[src/hdl/psev_pkg.sv]
// Shared types and codes for the parametric spline evaluator.
package psev_pkg;

  // func codes carried in s_axis_tuser
  localparam logic [1:0] FUNC_LOAD  = 2'd0;
  localparam logic [1:0] FUNC_POINT = 2'd1;
  localparam logic [1:0] FUNC_DERIV = 2'd2;

  // 1.0 in signed Q.30
  localparam logic signed [33:0] ONE_Q30 = 34'sd1073741824;

  // request to the shared multiplier: floor(a*b / 2^16) or floor(a*b / 2^30)
  typedef struct packed {
    logic               start;
    logic signed [63:0] a;
    logic signed [33:0] b;
    logic               sh16;
  } mul_req_t;

  // request to the shared divider: shifts num_lo into rem0, one bit per step
  typedef struct packed {
    logic        start;
    logic [32:0] rem0;
    logic [31:0] num_lo;
    logic [32:0] divisor;
    logic [5:0]  steps;
  } div_req_t;

endpackage

[src/hdl/psev_div.sv]
// Shared restoring divider, one quotient bit per cycle.
module psev_div (
  input  logic               clk,
  input  logic               rst,
  input  psev_pkg::div_req_t req,
  output logic               done,
  output logic [31:0]        quo
);

  logic        busy;
  logic [5:0]  cnt;
  logic [32:0] rem;
  logic [31:0] num;
  logic [32:0] dvs;
  logic [33:0] sh;
  logic        fit;

  assign sh  = {rem, num[31]};
  assign fit = sh >= {1'b0, dvs};

  // one shift-compare-subtract step per cycle
  always_ff @(posedge clk) begin
    if (rst) begin
      busy <= 1'b0;
      done <= 1'b0;
      cnt  <= 6'd0;
    end else begin
      done <= 1'b0;
      if (req.start) begin
        busy <= 1'b1;
        cnt  <= req.steps;
        rem  <= req.rem0;
        num  <= req.num_lo;
        dvs  <= req.divisor;
        quo  <= 32'd0;
      end else if (busy) begin
        rem <= fit ? 33'(sh - {1'b0, dvs}) : sh[32:0];
        quo <= {quo[30:0], fit};
        num <= {num[30:0], 1'b0};
        cnt <= cnt - 6'd1;
        if (cnt == 6'd1) begin
          busy <= 1'b0;
          done <= 1'b1;
        end
      end
    end
  end

endmodule
[config.mk]
export PLATFORM = sky130hd
export DESIGN_NAME = psev_div
export DESIGN_NICKNAME = d
export VERILOG_FILES = /design/src/hdl/psev_pkg.sv /design/src/hdl/psev_div.sv
export SDC_FILE = /design/constraint.sdc
export NUM_CORES = 1
export LEC_CHECK = 0
export BUFFER_PORTS_ARGS = -buffer_cell sky130_fd_sc_hd__buf_4
export CORE_AREA = 2 2 119 121
export CTS_CLUSTER_DIAMETER = 60
export CTS_CLUSTER_SIZE = 8
export DETAILED_ROUTE_END_ITERATION = 6
export DIE_AREA = 0 0 121 123
export GPL_TIMING_DRIVEN = 1
export PLACE_DENSITY = 0.8
export REMOVE_ABC_BUFFERS = 1
export SLEW_MARGIN = 10
export SYNTH_ARGS = -nofsm -noshare
export SYNTH_HDL_FRONTEND = slang
export SYNTH_SLANG_ARGS = --single-unit
[constraint.sdc]
create_clock -name clk -period 7.6 [get_ports clk]
set_input_delay 0.38 -clock clk [delete_from_list [all_inputs] [get_ports clk]]
set_output_delay 0.38 -clock clk [all_outputs]
set_load 0.01 [all_outputs]
Yosys cells after proc, flatten, opt, wreduce, memory -nomap -nowiden --
Cells that the tools add are included.
Operators by class: reductions and logical operators 4, bitwise logic cells 2, magnitude comparators 1, eq/ne operators 1, multiplexer cells 12, $add $sub $neg 2
Operators with widths (count):
- two-way mux 33 bit | 3
- two-way mux 32 bit | 3
- greater-or-equal comparator 34 x 33 -> 1 bit | 1
- subtractor 33 bit | 1
- two-way mux 6 bit | 2
- equality test 6 x 1 -> 1 bit, second input constant | 1
- subtractor 6 x 1 -> 6 bit, second input constant | 1
- two-way mux 1 bit | 4
- AND reduction 2 bit | 2
- OR reduction 3 bit | 1
- NOT 1 bit | 2
- nonzero test 2 bit | 1
Word-level totals: bits in registers 138, word-level logic and storage cells 29, input port bits 107

Logic depth before layout (Yosys ltp) --
Gate-level depths: netlist of the first run.
depth in word-level cells 4, gate-level depth with buffers 15, depth with buffers taken out 13

Worst setup path after synthesis of the first run --
No wires, ideal clock.
kind input port to flip-flop, start point input req[104] (netlist bit), end point register num[0] (enable), cell stages on the path 4, setup time 0.553 ns, path buffers 2, arrival time 5.073 ns, slack 1.974 ns, required time 7.047 ns, cell sequence clkbuf_1 > clkbuf_1 > nor2_1 > nor2_1
On the way: word-level cells in the longest chain between the ends 2
RTL lines:
- from (decl) | line psev_div.sv:5 | input psev_pkg::div_req_t req,
- nonzero test 2 bit (no line)
- AND reduction 2 bit (no line)
- to (signal assigned) | line psev_div.sv:33 | num <= req.num_lo;
- to (signal assigned) | line psev_div.sv:39 | num <= {num[30:0], 1'b0};
- to (decl) | line psev_div.sv:13 | logic [31:0] num;
Every way passes these cells. A chain may end at the register's enable or synchronous reset.

Worst setup path after layout of the first run --
start point register num[31], end point register rem[0], data pin
On the way: word-level cells in the longest chain between the ends 4, elaborated cells on any way between the ends 5
RTL lines:
- subtractor 33 bit or greater-or-equal comparator 34 x 33 -> 1 bit (tied branches) | line psev_div.sv:37, psev_div.sv:19
- two-way mux 33 bit * | line psev_div.sv:37 | rem <= fit ? 33'(sh - {1'b0, dvs}) : sh[32:0];
- two-way mux 33 bit * | line psev_div.sv:36 | end else if (busy) begin
- two-way mux 33 bit * | line psev_div.sv:29 | if (req.start) begin
- to (signal assigned) | line psev_div.sv:32 | rem <= req.rem0;
- to (signal assigned) | line psev_div.sv:37
- to (decl) | line psev_div.sv:12 | logic [32:0] rem;
Mark *: on every way between the ends. The rest lies on a longest branch, timed or not. The select of a mux whose other input is x is not followed.

==> metrics.yaml, run 1 <==
drt_iter0_drc: 408
min_period_ns: 3.98
syn-mean-instance-area_um2: 11.3
dieWidth_um: 121
skew_ns: 0.00659
vias: 5488
preCtsSetupSlack_ns: 3.67
slew_viol_final: 0
num_antenna_cells: 0
critical_path_arrival_ns: 4.15
core-area_mm2: 0.0136
via_per_inst: 5.57
cts.sinks: 138
ant_nets: 0
leakagePower_nw: 3.75
synth_cell_types: 61
path_class: "register to register"
detail_route.wl_per_cell_um: 16.8
cp_max_fo: 33
min_path_type: "input pin to register"
io_pins: 140
std_cell_rows: 43
ys_ff_latch: 138
whs_ns: 0.130
crit_path_cell_trace: "inv_1, ha_1, inv_1, fa_1, a21o_1, a221oi_2, a21oi_1, o21ai_2, o21ai_1, a41oi_4, buf_4, o21ai_0, mux2_2"
grt_max_degree: 103
cp-start-kind: "register"
fin_area_mm2: 0.00921
cts_made_buffers: 17
clk_latency_ns: 0.42
asyncSetResetFlopFracSynth_pct: 0
tritoncts: "built"
peakVddDrop_mv: 0.167
cts_root_buffer: "clkbuf_16"
multiInputGateArea_mm2: 0.00309
die_h_um: 123
max_stage_delay_ns: 0.67
path_common_cell: "inv_1"
cts_resized: 0
drv_cap: 0
synth_area_mm2: 0.00742
overflow: 0
htreeDepth: 4
crit_path_top_delay_cell: "a41oi_4"
grt_usage_pct: 22.9
synth_cells: 658
drt-pass1-iter-count: 5
gp_congestion: 0.970
antenna_found_initial: 0
finalSetupViolCount: 0
yosysSeqAreaShare_pct: 54.7
layout-drive-gt1-share_pct: 27.4
hold_violations: 0
synth-edff-count: 130
cts_buffer_depth: 2
crit_buf_inv: 3
dpl_cell_area_mm2: 0.00863
syn2layout_area_growth_pct: 24.0
crit_required_ns: 7.77
status: "complete, no violations"
die-area_mm2: 0.0149
crit_family: "compound AO/OA/AOI/OAI gates"
initial_core_util_pct: 54.5
cts_setup_buffers: 0
rsz0062_at_grt: "no"
clkTransAtPathRegs_ns: 0.06
critPathCaptureType: "register"
cellPowerDensity_mw_per_mm2: 239
yosysWarnings: 0
ys.flop_type: "edfxtp_1"
grt_pass1_vias: 5546
setup_tns_ns: 0
fmax_mhz: 251
postRouteWirelength_um: 16600
slew_headroom_pct: 27.3
fin_nets: 936
worst_pin_slew_ns: 1.09
seqCellArea_mm2: 0.00406
io_buffers: 139
num-fill-cells: 1003
finalCritPeriodShare_pct: 52.3
dp_hpwl_um: 11300
cts-hold-fix-buffers: 0
grt_pass1_wl_um: 26700
timing.final.ws_setup_ns: 3.62
route.detailed.drc: 0
==> worst reg2reg max path, delay by kind of cell (launching register included) <==
kind / cells / cell delay [ns]
AOI/OAI and AO/OA: 7 / 1.93
adders and majority gates: 2 / 0.56
buffers and inverters: 3 / 0.59
DFF: 1 / 0.38
muxes: 1 / 0.27
==> flip-flops by register name, summed over array words and instances, names as in the netlist <==
register / cells
done: 1
rem: 33
num: 32
busy: 1
dvs: 33
quo: 32
cnt: 6
==> synthesized netlist by cell type, types with 6 or more instances <==
| library cell | number | area share [%] |
|---|---|---|
| a211oi_1 | 9 | 0.91 |
| a21o_1 | 15 | 1.5 |
| a21oi_1 | 74 | 5.0 |
| and3_1 | 8 | 0.67 |
| buf_2 | 7 | 0.47 |
| clkbuf_1 | 17 | 0.86 |
| dfxtp_1 | 8 | 2.2 |
| edfxtp_1 | 130 | 53 |
| ha_1 | 35 | 5.9 |
| inv_1 | 45 | 2.3 |
| mux2_2 | 34 | 5.2 |
| mux2i_1 | 7 | 0.94 |
| nand2_1 | 37 | 1.9 |
| nor2_1 | 59 | 3.0 |
| nor2b_1 | 32 | 2.7 |
| nor3_1 | 10 | 0.67 |
| o21a_1 | 6 | 0.61 |
| o21ai_0 | 18 | 1.2 |
| o21ai_1 | 10 | 0.67 |
| xnor2_1 | 19 | 2.2 |
| xor2_1 | 11 | 1.3 |
==> layout make-up <==
| class | count | share of cell area [%] |
|---|---|---|
| timing repair buffer | 145 | 11.8 |
| clock inverter | 14 | 1.55 |
| multi-input combinational | 446 | 33.5 |
| tap | 180 | 2.45 |
| inverter | 45 | 1.83 |
| clock buffer | 18 | 4.66 |
| sequential | 138 | 44.1 |
==> cell families after synthesis <==
family          count (synthesis)  share of synthesized area (%)
fa+ha+maj                      36                           6.17
buf+inv                        74                           3.96
compound gates                165                           14.0
mux                            41                           6.10
flops                         138                           54.7
simple gates                  174                           11.5
xor+xnor                       30                           3.54
==> final timing paths <==
check	startpoint	to	slack (ns)	depth (start not counted)
setup / recovery	num[31]$_DFFE_PP_	rem[0]$_DFFE_PP_	3.62	13
hold / removal	req[31]	dvs[25]$_DFFE_PP_	0.13	1
setup reg to reg	num[31]$_DFFE_PP_	rem[0]$_DFFE_PP_	3.62	13
hold reg to reg	num[23]$_DFFE_PP_	num[24]$_DFFE_PP_	0.55	1
==> per-layer routing <==
metal,vias up,wire [um],global-route usage [%]
met2,200,7800,36.3
met5,-,0,0
met3,34,1400,7.75
met1,2578,7050,29.0
met4,0,342,9.23
li1,2676,-,-
==> power breakdown <==
part | switching, mW | leakage, nW | internal (mW)
Sequential | 0.0262 | 1.31 | 0.906
Clock | 0.339 | 0.264 | 0.458
Combinational | 0.255 | 2.18 | 0.213
Total | 0.620 | 3.75 | 1.58
==> layout by cell type, fill, tap and decap left out, drive strengths merged, types with 10 or more instances in the layout <==
cell and instances:
xnor2 19, ha 35, a211oi 10, edfxtp 130, nor2b 32, clkbuf 18
nor2 59, nor3 10, a21o 15, nand2 37, mux2 34, inv 50
a21oi 75, xor2 11, o21ai 29, buf 145
==> through the flow <==
stage | std cells | util, % | power, mW
global placement | 954 | 63.4 | 1.38
finish | 986 | 67.6 | 2.20
detailed placement | 954 | 63.4 | 1.40
CTS | 986 | 67.6 | 2.20
global route | 986 | 67.6 | 2.30
floorplan | 629 | - | 1.26
(Power assumes the default switching activity.)
==> run 2: changes to the inputs <==
--- a/config.mk
+++ b/config.mk
@@ -6,13 +6,13 @@
 export NUM_CORES = 1
 export LEC_CHECK = 0
 export BUFFER_PORTS_ARGS = -buffer_cell sky130_fd_sc_hd__buf_4
-export CORE_AREA = 2 2 119 121
+export CORE_AREA = 2 2 124 126
 export CTS_CLUSTER_DIAMETER = 60
 export CTS_CLUSTER_SIZE = 8
 export DETAILED_ROUTE_END_ITERATION = 6
-export DIE_AREA = 0 0 121 123
+export DIE_AREA = 0 0 126 128
 export GPL_TIMING_DRIVEN = 1
-export PLACE_DENSITY = 0.8
+export PLACE_DENSITY = 0.77
 export REMOVE_ABC_BUFFERS = 1
 export SLEW_MARGIN = 10
 export SYNTH_ARGS = -nofsm -noshare
==> constraint.sdc (replaced) <==
create_clock -name clk -period 3.38 [get_ports clk]
set_input_delay 0.169 -clock clk [delete_from_list [all_inputs] [get_ports clk]]
set_output_delay 0.169 -clock clk [all_outputs]
set_load 0.01 [all_outputs]
==> run 2 against run 1 <==
Largest power group unchanged. Count of clock-buffer cells in the layout rose by 4. Largest cell class unchanged. Via count is 4.5% higher. Wire length grew 6.0%.
==> metrics.yaml, run 2 (synthesis gave the netlist of run 1 again) <==
status: "complete, no violations"  # unchanged
grtUsageMet3_pct: 7.89  # was 7.75%
crit_required_ns: 3.54  # was 7.77 ns
overflow: 0  # unchanged
ant_nets: 0  # unchanged
grt_pass1_vias: 5905  # was 5546
std_cell_rows: 45  # was 43
finalSetupViolCount: 0  # unchanged
slew_headroom_pct: 38.3  # was 27.3%
cts_root_buffer: "clkbuf_16"  # unchanged
cts.sinks: 138  # unchanged
route.detailed.drc: 0  # unchanged
path_class: "register to register"  # unchanged
grt_usage_pct: 21.9  # was 22.9%
layout-drive-gt1-share_pct: 28.0  # was 27.4%
vias: 5733  # was 5488
initial_core_util_pct: 49.9  # was 54.5%
rrSetupSlack_ns: 0.16  # was 3.62 ns
crit_buf_inv: 5  # was 3
crit_path_cell_trace: "inv_1, ha_1, inv_1, fa_2, a21o_1, a221oi_4, a21oi_2, o21ai_2, o21ai_2, a41oi_4, buf_12, buf_6, clkbuf_16, nor2_1, a21oi_1, a21oi_1"  # was inv_1, ha_1, inv_1, fa_1, a21o_1, a221oi_2, a21oi_1, o21ai_2, o21ai_1, a41oi_4, buf_4, o21ai_0, mux2_2
critPathCaptureType: "register"  # unchanged
top_regs: "dvs (33), rem (33)"  # unchanged
preCtsSetupSlack_ns: 0.0415  # was 3.67 ns
io_pins: 140  # unchanged
drt-pass1-iter-count: 5  # unchanged
fmax_mhz: 310  # was 251 MHz
htreeDepth: 4  # unchanged
dieWidth_um: 126  # was 121 um
crit_path_top_delay_cell: "edfxtp_1"  # was a41oi_4
total_power_mw: 5.12  # was 2.20 mW
finalCritPeriodShare_pct: 95.3  # was 52.3%
critical_path_arrival_ns: 3.38  # was 4.15 ns
leakagePower_nw: 4.08  # was 3.75 nW
min_period_ns: 3.22  # was 3.98 ns
grt_pass1_wl_um: 28100  # was 26700 um
max_stage_delay_ns: 0.38  # was 0.67 ns
core-area_mm2: 0.0149  # was 0.0136 mm2
grt_util_met2_pct: 36.2  # was 36.3%
cts_made_buffers: 17  # unchanged
tritoncts: "built"  # unchanged
num_antenna_cells: 0  # unchanged
peakVddDrop_mv: 0.416  # was 0.167 mV
clkTransAtPathRegs_ns: 0.06  # about the same
final_common_cell: "buf_4"  # unchanged
cellPowerDensity_mw_per_mm2: 516  # was 239 mW/mm2
layout_common_cells: "148 x buf_4, 130 x edfxtp_1, 73 x a21oi_1, 56 x nor2_1"  # was 145 x buf_4, 130 x edfxtp_1, 74 x a21oi_1, 57 x nor2_1, 45 x inv_1
postRouteWirelength_um: 17600  # was 16600 um
io_buffers: 139  # unchanged
busiest_layer: "met2"  # unchanged
slew_viol_final: 0  # unchanged
cp_max_fo: 11  # was 33
detail_route.wl_per_cell_um: 16.7  # was 16.8 um
grtUsageMet1_pct: 26.5  # was 29.0%
num-fill-cells: 1120  # was 1003
dp_hpwl_um: 11900  # was 11300 um
whs_ns: 0.0254  # was 0.130 ns
fin_nets: 992  # was 936
die-area_mm2: 0.0161  # was 0.0149 mm2
gp_congestion: 0.895  # was 0.970
drv_cap: 0  # unchanged
clk_latency_ns: 0.43  # was 0.42 ns
drt_iter0_drc: 394  # was 408
timing.final.ws_setup_ns: 0.159  # was 3.62 ns
cp-start-kind: "register"  # unchanged
die_h_um: 128  # was 123 um
crit_family: "compound AO/OA/AOI/OAI gates"  # unchanged
syn2layout_area_growth_pct: 33.6  # was 24.0%
worst_pin_slew_ns: 0.925  # was 1.09 ns
min_path_type: "input pin to register"  # unchanged
via_per_inst: 5.46  # was 5.57
skew_ns: 0.0142  # was 0.00659 ns
hold_violations: 0  # unchanged
antenna_found_initial: 0  # unchanged
cts_buffer_depth: 2  # unchanged
grt_max_degree: 77  # was 103
## run 2: cell types whose count changed in the layout (fill, tap and decap cells not counted), moves of 2 or more
cell	before	now
dlygate4sd3_1	0	45
buf_12	0	5
clkbuf_16	17	22
clkinvlp_4	5	0
buf_4	145	148
a211oi_1	9	7
a211oi_2	1	3
clkinv_2	0	2
inv_4	0	2
## run 2: per-stage QoR
| stage | setup TNS, ns | cells | area, um2 | util, % |
|---|---|---|---|---|
| CTS | 0 | 1042 | 9730 | 65.4 |
| finish | 0 | 1050 | 9920 | 66.7 |
| floorplan | -184.65 | 629 | 7300 | - |
| global placement | 0 | 965 | 8690 | 58.5 |
| global route | -0.0114 | 1050 | 9920 | 66.7 |
| detailed placement | 0 | 965 | 8690 | 58.5 |
## run 2: metal layers
layer / routed length, um / part of all wire [%]
met5: 0 / 0
met4: 252 / 1.4
met3: 1410 / 8.0
met2: 8560 / 49
met1: 7350 / 42
## run 2: worst register-to-register path: cells and delay by family, from the launching register on
kind            cells  cell delay (ns)
flops               1             0.38
fa+ha+maj           2             0.54
compound gates      8             1.42
simple gates        1             0.05
buf+inv             5             0.57
## run 2: path summary, 6_finish.rpt
| kind | from | cells past startpoint | endpoint |
|---|---|---|---|
| min reg2reg | num[12]$_DFFE_PP_ | 1 | num[13]$_DFFE_PP_ |
| min | req[101] | 3 | rem[30]$_DFFE_PP_ |
| max reg2reg | num[31]$_DFFE_PP_ | 16 | rem[6]$_DFFE_PP_ |
| max | num[31]$_DFFE_PP_ | 16 | rem[6]$_DFFE_PP_ |
## run 2: final cells by class
type	count	area [um2]	area share, %
clock inverters	10	77.6	0.782
clock buffers	22	508	5.12
inverters	45	169	1.70
multi-input cells	446	3140	31.7
well taps	188	235	2.37
repair buffers	201	1720	17.4
flip-flops and latches	138	4060	41.0
## run 2: power breakdown
group	leakage [nW]	internal, mW	switching [mW]
Clock	0.293	1.08	0.758
Sequential	1.31	2.04	0.0609
Combinational	2.48	0.575	0.607
Total	4.08	3.69	1.43
## run 2: what timing repair did
action,CTS,global route
resized for setup,0,18
hold buffers,45,0
endpoints found under the hold margin,39,0
buffers inserted,0,6
endpoints found under the setup margin,0,31
==> run 3: changes to the inputs <==
--- a/config.mk
+++ b/config.mk
@@ -6,13 +6,13 @@
 export NUM_CORES = 1
 export LEC_CHECK = 0
 export BUFFER_PORTS_ARGS = -buffer_cell sky130_fd_sc_hd__buf_4
-export CORE_AREA = 2 2 124 126
+export CORE_AREA = 2 2 149 151
 export CTS_CLUSTER_DIAMETER = 60
 export CTS_CLUSTER_SIZE = 8
 export DETAILED_ROUTE_END_ITERATION = 6
-export DIE_AREA = 0 0 126 128
+export DIE_AREA = 0 0 151 153
 export GPL_TIMING_DRIVEN = 1
-export PLACE_DENSITY = 0.77
+export PLACE_DENSITY = 0.55
 export REMOVE_ABC_BUFFERS = 1
 export SLEW_MARGIN = 10
 export SYNTH_ARGS = -nofsm -noshare
==> constraint.sdc (replaced) <==
create_clock -name clk -period 4.2 [get_ports clk]
set_input_delay 0.21 -clock clk [delete_from_list [all_inputs] [get_ports clk]]
set_output_delay 0.21 -clock clk [all_outputs]
set_load 0.01 [all_outputs]
==> run 3 against run 2 <==
Clock skew down 0.00063 ns. First-iteration DRC count is 12% lower. Wire length is 0.25% higher. Sequential power down 20%. Count of clock-buffer cells in the layout fell by 5. Critical endpoint is now rem[15]$_DFFE_PP_.
==> metrics.yaml, run 3 (synthesis gave the netlist of run 1 again) <==
rrSetupSlack_ns: 0.58  # was 0.16 ns
grt_usage_pct: 15.6  # was 21.9%
grt_max_degree: 85  # was 77
layout-drive-gt1-share_pct: 26.6  # was 28.0%
std_cell_rows: 54  # was 45
die_h_um: 153  # was 128 um
combPwrFrac_pct: 20.9  # was 23.1%
critPathCaptureType: "register"  # unchanged
drt-pass1-iter-count: 5  # unchanged
overflow: 0  # unchanged
finalCritPeriodShare_pct: 86.2  # was 95.3%
io_buffers: 139  # unchanged
path_class: "register to register"  # unchanged
initial_core_util_pct: 34.6  # was 49.9%
cts_resized: 0  # unchanged
cts_setup_buffers: 0  # unchanged
total_power_mw: 4.15  # was 5.12 mW
detail_route.wl_per_cell_um: 15.7  # was 16.7 um
syn2layout_area_growth_pct: 31.4  # was 33.6%
num-fill-cells: 2035  # was 1120
worst_pin_slew_ns: 0.905  # was 0.925 ns
leakagePower_nw: 3.95  # was 4.08 nW
drv_cap: 0  # unchanged
cp-start-kind: "register"  # unchanged
p_seq_share_pct: 40.6  # was 41.0%
num_antenna_cells: 0  # unchanged
dp_hpwl_um: 12400  # was 11900 um
multiInputGateArea_mm2: 0.00309  # was 0.00314 mm2
htreeDepth: 4  # unchanged
cts_root_buffer: "clkbuf_16"  # unchanged
top_regs: "dvs (33), rem (33)"  # unchanged
max_stage_delay_ns: 0.47  # was 0.38 ns
gp_congestion: 0.864  # was 0.895
via_per_inst: 4.95  # was 5.46
clk_latency_ns: 0.43  # about the same
core-area_mm2: 0.0215  # was 0.0149 mm2
cp_max_fo: 17  # was 11
cts_buffer_depth: 2  # unchanged
dieWidth_um: 151  # was 126 um
slew_headroom_pct: 39.6  # was 38.3%
peakVddDrop_mv: 0.232  # was 0.416 mV
critical_path_arrival_ns: 3.79  # was 3.38 ns
drt_iter0_drc: 348  # was 394
fin_nets: 973  # was 992
crit_path_top_delay_cell: "a41oi_4"  # was edfxtp_1
slew_viol_final: 0  # unchanged
cts.sinks: 138  # unchanged
vias: 5560  # was 5733
finalNonFillerCells: 1123  # was 1050
grt_pass1_wl_um: 28500  # was 28100 um
die-area_mm2: 0.0231  # was 0.0161 mm2
status: "complete, no violations"  # unchanged
io_pins: 140  # unchanged
finalSetupViolCount: 0  # unchanged
antenna_found_initial: 0  # unchanged
tritoncts: "built"  # unchanged
layout_common_cells: "146 x buf_4, 130 x edfxtp_1, 74 x a21oi_1, 57 x nor2_1, 45 x inv_1"  # was 148 x buf_4, 130 x edfxtp_1, 73 x a21oi_1, 56 x nor2_1
clkPwrFrac_pct: 38.4  # was 35.9%
fmax_mhz: 276  # was 310 MHz
rsz0062_at_grt: "no"
ant_nets: 0  # unchanged
skew_ns: 0.0136  # was 0.0142 ns
grt_pass1_vias: 5723  # was 5905
cts_made_buffers: 17  # unchanged
min_path_type: "input pin to register"  # unchanged
final_common_cell: "buf_4"  # unchanged
p_switching_mw: 1.19  # was 1.43 mW
seqCellArea_mm2: 0.00406  # unchanged
crit_path_cell_trace: "inv_1, ha_1, inv_1, fa_1, a21o_1, a221oi_2, a21oi_1, o21ai_2, o21ai_1, a41oi_4, buf_4, nor2_1, a211oi_1, a21oi_1"  # was inv_1, ha_1, inv_1, fa_2, a21o_1, a221oi_4, a21oi_2, o21ai_2, o21ai_2, a41oi_4, buf_12, buf_6, clkbuf_16, nor2_1, a21oi_1, a21oi_1
postLayoutCoreUtil_pct: 45.4  # was 66.7%
p_int_mw: 2.96  # was 3.69 mW
crit_required_ns: 4.37  # was 3.54 ns
postRouteWirelength_um: 17600  # about the same
min_period_ns: 3.62  # was 3.22 ns
route.detailed.drc: 0  # unchanged
dp.cells: 1056  # was 965
clkTransAtPathRegs_ns: 0.07  # was 0.06 ns
p_sw_share_pct: 28.7  # was 27.9%
hold_violations: 0  # unchanged
cellPowerDensity_mw_per_mm2: 425  # was 516 mW/mm2
-- run 3: worst max-delay path, delay by kind of cell (launching register included) --
kind,cells,cell delay (ns)
AO/OA/AOI/OAI,8,1.89
adder cells (fa/ha/maj),2,0.56
buffers and inverters,3,0.45
flip-flops,1,0.38
AND/OR/NAND/NOR,1,0.07
-- run 3: final cells by class --
class | count | share of cell area (%)
flip-flops and latches | 138 | 41.7
multi-input cells | 446 | 31.7
repair buffers | 182 | 15.0
clock buffers | 17 | 4.36
well taps | 280 | 3.59
clock inverters | 15 | 1.95
inverters | 45 | 1.73
-- run 3: power by group through the flow --
stage / Combinational [mW] / Clock (mW) / Sequential [mW]
after floorplan: 0.562 / 0 / 1.72
after global placement: 0.824 / 0 / 1.71
after detailed placement: 0.839 / 0 / 1.71
after CTS: 0.871 / 1.64 / 1.69
after global routing: 0.969 / 1.70 / 1.70
final: 0.868 / 1.59 / 1.69
-- run 3: path summary, 6_finish.rpt --
kind                             start                  end  depth (start not counted)
setup / recovery     num[31]$_DFFE_PP_    rem[15]$_DFFE_PP_                         14
hold / removal                     rst  cnt[2]$_SDFFE_PP0N_                          2
setup reg to reg     num[31]$_DFFE_PP_    rem[15]$_DFFE_PP_                         14
hold reg to reg   num[0]$_SDFFCE_PN0P_     num[1]$_DFFE_PP_                          1
-- run 3: repair_timing --
item / in CTS / in global routing
endpoints found under the hold margin: 35 / 0
hold buffers: 35 / 0
setup endpoints to repair: 0 / 0
-- run 3: through the flow --
step,setup WS (ns),hold WS [ns],setup TNS (ns),cell area (um2)
after detailed placement,0.592,0.389,0,8790
after CTS,0.581,0.0154,0,9750
final,0.581,0.0345,0,9750
after global routing,0.292,0.0175,0,9750
after global placement,0.725,0.390,0,8790
after floorplan,-0.864,0.279,-83.89,7300
-- run 3: metal layers --
metal | vias up | share of wire, % | wire [um] | GRT usage [%]
li1 | 2752 | - | - | -
met5 | - | 0 | 0 | 0
met4 | 0 | 0.72 | 127 | 4.01
met3 | 10 | 6.1 | 1070 | 4.75
met2 | 153 | 47 | 8270 | 25.0
met1 | 2645 | 46 | 8160 | 20.5
